`config.mk`:
```
export PLATFORM = sky130hd
export DESIGN_NAME = vna_front
export DESIGN_NICKNAME = d
export VERILOG_FILES = /design/src/sv/vna_pkg.sv /design/src/sv/vna_front.sv
export SDC_FILE = /design/constraint.sdc
export NUM_CORES = 1
export LEC_CHECK = 0
export BUFFER_PORTS_ARGS = -buffer_cell sky130_fd_sc_hd__buf_2
export CAP_MARGIN = 20
export CORE_MARGIN = 2
export CORE_UTILIZATION = 45
export CTS_CLUSTER_SIZE = 28
export DETAILED_ROUTE_END_ITERATION = 10
export PLACE_DENSITY = 0.7
export SETUP_SLACK_MARGIN = 0.1
export SLEW_MARGIN = 5
export SYNTH_ARGS = -nofsm -noshare
export SYNTH_HDL_FRONTEND = slang
export SYNTH_SLANG_ARGS = --single-unit
```
`constraint.sdc`:
```
create_clock -name clk_i -period 16 [get_ports clk_i]
set_input_delay 0.8 -clock clk_i [delete_from_list [all_inputs] [get_ports clk_i]]
set_output_delay 0.8 -clock clk_i [all_outputs]
set_load 0.1 [all_outputs]
```
`src/sv/vna_pkg.sv`:
```
// ----------------------------------------------------------------------------
// vna_pkg - shared types and codes of the vertex normal accumulation unit
// Request and status codes, register indexes, the queued word between the
// front and back ends, and the result word.
// ----------------------------------------------------------------------------
package vna_pkg;

  // default mesh capacity
  localparam int unsigned DEF_MAX_VERTICES = 1024;
  localparam int unsigned DEF_MAX_FACES    = 2048;

  // per-component sum width, for sums of Q1.14 face normals
  localparam int unsigned SUM_W = 20;

  // request kinds as carried in tuser
  typedef enum logic [1:0] {
    REQ_POS     = 2'd0,
    REQ_TRI     = 2'd1,
    REQ_COMPUTE = 2'd2,
    REQ_READ    = 2'd3
  } req_e;

  // result status codes
  localparam logic [1:0] ST_OK    = 2'd0;
  localparam logic [1:0] ST_RANGE = 2'd1;
  localparam logic [1:0] ST_DONE  = 2'd2;

  // configuration register indexes
  localparam logic [1:0] CFG_VERTEX_COUNT = 2'd0;
  localparam logic [1:0] CFG_FACE_COUNT   = 2'd1;

  // classified operation handed to the back end
  typedef enum logic [2:0] {
    OP_POS,
    OP_TRI,
    OP_COMPUTE,
    OP_READ,
    OP_REJECT
  } op_e;

  typedef struct packed {
    op_e         op;
    logic [10:0] slot;
    logic [31:0] a;
    logic [31:0] b;
    logic [31:0] c;
  } item_t;

  // head of the front-end queue
  typedef struct packed {
    logic  valid;
    item_t item;
  } head_t;

  typedef logic signed [62:0] wide_t;
  typedef logic signed [15:0] q14_t;

  typedef struct packed {
    logic [1:0] status;
    q14_t       nz;
    q14_t       ny;
    q14_t       nx;
  } res_t;

endpackage

```
`src/sv/vna_front.sv`:
```
// ----------------------------------------------------------------------------
// vna_front - request intake and classification
// Checks slot and corner ranges, tags each word with its operation and holds
// it in a two-entry queue until the back end takes it.
// ----------------------------------------------------------------------------
module vna_front import vna_pkg::*; #(
  parameter int unsigned MAX_VERTICES = DEF_MAX_VERTICES,
  parameter int unsigned MAX_FACES    = DEF_MAX_FACES
) (
  input  logic        clk_i,
  input  logic        rst_ni,
  input  logic        in_valid_i,
  output logic        in_ready_o,
  input  logic [1:0]  req_type_i,
  input  logic [10:0] slot_index_i,
  input  logic [31:0] value_a_i,
  input  logic [31:0] value_b_i,
  input  logic [31:0] value_c_i,
  output head_t       head_o,
  input  logic        pop_i
);

  item_t       cls;
  item_t       mem_q [2];
  logic        wr_ptr_q, rd_ptr_q;
  logic [1:0]  cnt_q;
  logic        push;
  logic [31:0] slot_w;
  logic        bad_corner;

  // range checks and operation tag
  always_comb begin
    slot_w     = 32'(slot_index_i);
    bad_corner = value_a_i[31] || (value_a_i >= 32'(MAX_VERTICES)) ||
                 value_b_i[31] || (value_b_i >= 32'(MAX_VERTICES)) ||
                 value_c_i[31] || (value_c_i >= 32'(MAX_VERTICES));
    cls.slot   = slot_index_i;
    cls.a      = value_a_i;
    cls.b      = value_b_i;
    cls.c      = value_c_i;
    unique case (req_e'(req_type_i))
      REQ_POS:     cls.op = (slot_w >= 32'(MAX_VERTICES)) ? OP_REJECT : OP_POS;
      REQ_TRI:     cls.op = ((slot_w >= 32'(MAX_FACES)) || bad_corner) ? OP_REJECT : OP_TRI;
      REQ_COMPUTE: cls.op = OP_COMPUTE;
      REQ_READ:    cls.op = (slot_w >= 32'(MAX_VERTICES)) ? OP_REJECT : OP_READ;
    endcase
  end

  assign in_ready_o = (cnt_q != 2'd2);
  assign push       = in_valid_i && in_ready_o;

  // queue storage
  always_ff @(posedge clk_i) begin
    if (push) begin
      mem_q[wr_ptr_q] <= cls;
    end
  end

  // queue pointers and fill
  always_ff @(posedge clk_i or negedge rst_ni) begin
    if (!rst_ni) begin
      wr_ptr_q <= 1'b0;
      rd_ptr_q <= 1'b0;
      cnt_q    <= 2'd0;
    end else begin
      if (push) begin
        wr_ptr_q <= ~wr_ptr_q;
      end
      if (pop_i) begin
        rd_ptr_q <= ~rd_ptr_q;
      end
      cnt_q <= cnt_q + 2'(push) - 2'(pop_i);
    end
  end

  assign head_o.valid = (cnt_q != 2'd0);
  assign head_o.item  = mem_q[rd_ptr_q];

endmodule

```
==> results by group <==
Detailed routing
  • First-pass DRT Iterations: 6
  • Routed wire length: 16.32 mm
  • Via density: 5.110
  • Number of vias after detailed routing: 4441
  • Remaining DRCs: 0
  • Antenna Violating Nets Remaining: 0
  • Violation count after the first detailed-route iteration: 239
  • WL per Instance: 18.78 um

GRT
  • Initial antenna violation count: 0
  • GR Overflow Total: 0
  • Total GRT Usage: 16.03%
  • Global-route wire length before repair: 24.74 mm
  • Vias in the first global route: 4626
  • Pin count of the biggest net entering global routing: 57

Placement
  • Setup slack after placement: 12.77 ns
  • Placer Congestion: 0.7437
  • Post-detail-place hpwl: 11.00 mm
  • Port buffer count: 224

CTS
  • TritonCTS clock tree: done
  • Clock latency reported for the late side of the worst-skew pair: 0.50 ns
  • # Post-CTS Setup Buffers: 0
  • Clock transition at the register clock pins on the worst setup and hold paths after CTS: 0.05 ns
  • Number of H-tree levels: 1
  • Clock buffers created by TritonCTS: 23
  • Longest Clk Path Bufs: 3
  • Number of sinks driven by the clock tree: 224
  • Number of cells upsized or downsized after cts: 0
  • Clock tree root driver cell: sky130_fd_sc_hd__clkbuf_16
  • Hold_buf cts: 0

Synthesis
  • Per-instance average area after synthesis: 21.37 um2
  • Yosys cell types: 21
  • Post-synthesis async set-or-reset flop share: 1.786%
  • Syn Nets: 504
  • Synth Instances: 389
  • Syn. warnings: 0
  • Summed instance area of the synthesized netlist: 8312 um2
  • Post-synthesis sequential area ratio: 80.69%
  • Most used flip-flop cell after synthesis: sky130_fd_sc_hd__edfxtp_1
  • Post-synth EDFFs: 220
  • Synthesis-stage register bit count: 224

Critical path
  • Cell family contributing the most delay on the critical path: buffers and inverters
  • Highest-delay cell along the critical path: sky130_fd_sc_hd__dfrtp_4
  • Startpoint-to-endpoint class of the critical path: reg -> out
  • Data required time at the worst endpoint: 15.20 ns
  • Endpoint class of the critical path: output pin
  • Sort of element at the start of the critical path: flop
  • Crit Path Max Fanout: 56
  • Cells along the critical path: buf_4 > mux2_2 > buf_2
  • Buf+Inv Stages, Crit Path: 2
  • Worst endpoint data arrival time: 2.90 ns
  • Largest stage delay on the critical path: 0.90 ns

Timing
  • Final number of setup-violating endpoints: 0
  • Final-layout setup total negative slack: 0 ns
  • Setup repair after global routing missed its margin: no
  • Period minus WS final: 3.705 ns
  • Setup skew after layout: 0.01253 ns
  • Slew at the pin closest to its max-slew limit: 0.7899 ns
  • Relative slew slack: 47.34%
  • Post-route worst setup slack: 12.30 ns
  • Highest clock frequency the design can meet: 269.9 MHz
  • Final period util: 23.15%
  • Number of hold violations in the final report: 0
  • Max-slew violation count: 0

Min path
  • Class of the tightest hold or removal check: in -> async

Die
  • Die area: 19570 um2
  • Num rows: 49
  • Vertical extent of the die: 139.9 um
  • Initial core utilization: 46.11%
  • Floorplan die width: 139.9 um
  • Floorplan Core Area: 18020 um2
  • Number of top-level pins: 225

Final layout
  • Number of antenna repair diodes: 0
  • Final net count: 745
  • Fraction of layout cells with a size suffix above 1: 58.59%
  • Relative area change from synthesis to final layout: 25.56%
  • Final cell utilization of the core: 57.90%
  • Layout fillers: 1394

Run
  • Max-cap violations: 0

Run status
  • Run status: completed
-- cell families (layout without fill, tap and decap cells) --
logic type	Yosys count	in the layout	synth area share, %
flip-flops	224	224	80.69
buffers and inverters	13	264	0.7677
XOR/XNOR	4	4	0.4216
AO/OA/AOI/OAI	4	4	0.3011
AND/OR/NAND/NOR	32	32	2.619
adder cells (fa/ha/maj)	2	2	0.3010
multiplexers	110	110	14.90
-- Yosys cell counts (2+ instances only) --
cell / instances / area share, %
sky130_fd_sc_hd__a21oi_1: 2 / 0.12
sky130_fd_sc_hd__buf_2: 12 / 0.72
sky130_fd_sc_hd__nand2b_1: 2 / 0.15
sky130_fd_sc_hd__and3_1: 2 / 0.15
sky130_fd_sc_hd__nand4_1: 3 / 0.23
sky130_fd_sc_hd__mux2_2: 110 / 15
sky130_fd_sc_hd__edfxtp_1: 220 / 79
sky130_fd_sc_hd__nor2_1: 3 / 0.14
sky130_fd_sc_hd__dfrtp_1: 4 / 1.2
sky130_fd_sc_hd__ha_1: 2 / 0.30
sky130_fd_sc_hd__nor4_1: 12 / 0.90
sky130_fd_sc_hd__xnor2_1: 3 / 0.32
sky130_fd_sc_hd__nor4_2: 5 / 0.75
sky130_fd_sc_hd__nand2_1: 2 / 0.090
-- metrics by stage --
stage	std cells	area (um2)	hold slack, ns
after global placement	834	9706	0.4764
final	869	10440	0.1163
after CTS	869	10440	0.09711
after global routing	869	10440	0.09976
after floorplan	389	8312	0.4604
after detailed placement	834	9706	0.4885
-- placed cells by master, fill, tap and decap left out, types with 2 or more instances in the layout --
master,synthesis,routed
sky130_fd_sc_hd__dfrtp_1,4,3
sky130_fd_sc_hd__bufinv_16,0,4
sky130_fd_sc_hd__nor4_1,12,12
sky130_fd_sc_hd__clkbuf_1,0,3
sky130_fd_sc_hd__nor4_2,5,5
sky130_fd_sc_hd__nand2b_1,2,2
sky130_fd_sc_hd__xnor2_1,3,3
sky130_fd_sc_hd__nor2_1,3,2
sky130_fd_sc_hd__nand2_1,2,2
sky130_fd_sc_hd__buf_2,12,224
sky130_fd_sc_hd__ha_1,2,2
sky130_fd_sc_hd__clkinv_1,0,4
sky130_fd_sc_hd__clkbuf_16,0,23
sky130_fd_sc_hd__nand4_1,3,3
sky130_fd_sc_hd__edfxtp_1,220,220
sky130_fd_sc_hd__a21oi_1,2,2
sky130_fd_sc_hd__buf_4,0,4
sky130_fd_sc_hd__mux2_2,110,110
-- registers in the layout (all words and copies together), names as in the netlist --
| register | count |
|---|---|
| mem_q | 220 |
| wr_ptr_q | 1 |
| cnt_q | 2 |
| rd_ptr_q | 1 |
-- path summary, 6_finish.rpt --
| check | cells past startpoint | slack [ns] | endpoint | from |
|---|---|---|---|---|
| worst min-delay path | 1 | 0.12 | rd_ptr_q | rst_ni |
| min in group clk_i | 1 | 0.49 | mem_q[1][72] | value_a_i[8] |
| worst max-delay path | 3 | 12.30 | head_o[105] | rd_ptr_q |
| worst max register to register | 3 | 13.56 | mem_q[1][100] | cnt_q[0] |
| max in group asynchronous | 1 | 15.74 | rd_ptr_q | rst_ni |
| worst min register to register | 1 | 0.51 | cnt_q[1] | cnt_q[1] |
-- layout make-up --
| cell class | count | area, um2 | area share [%] |
|---|---|---|---|
| multi-input combinational | 152 | 1554 | 14.89 |
| clock buffer | 26 | 586.8 | 5.623 |
| timing repair buffer | 228 | 1151 | 11.03 |
| clock inverter | 9 | 143.9 | 1.379 |
| inverter | 1 | 3.754 | 0.03597 |
| sequential | 224 | 6710 | 64.30 |
| tap | 229 | 286.5 | 2.745 |
-- routing by layer --
layer / up-vias / track usage [%] / wire [um]
met5: - / 0 / 0
met4: 0 / 4.684 / 303
met3: 23 / 4.171 / 1209
met2: 172 / 27.91 / 8402
met1: 2202 / 19.91 / 6404
li1: 2044 / - / -
Power is left out: the tool's default activity adds up to more than one toggle a clock period on the data nets, which glitch-free logic cannot reach.
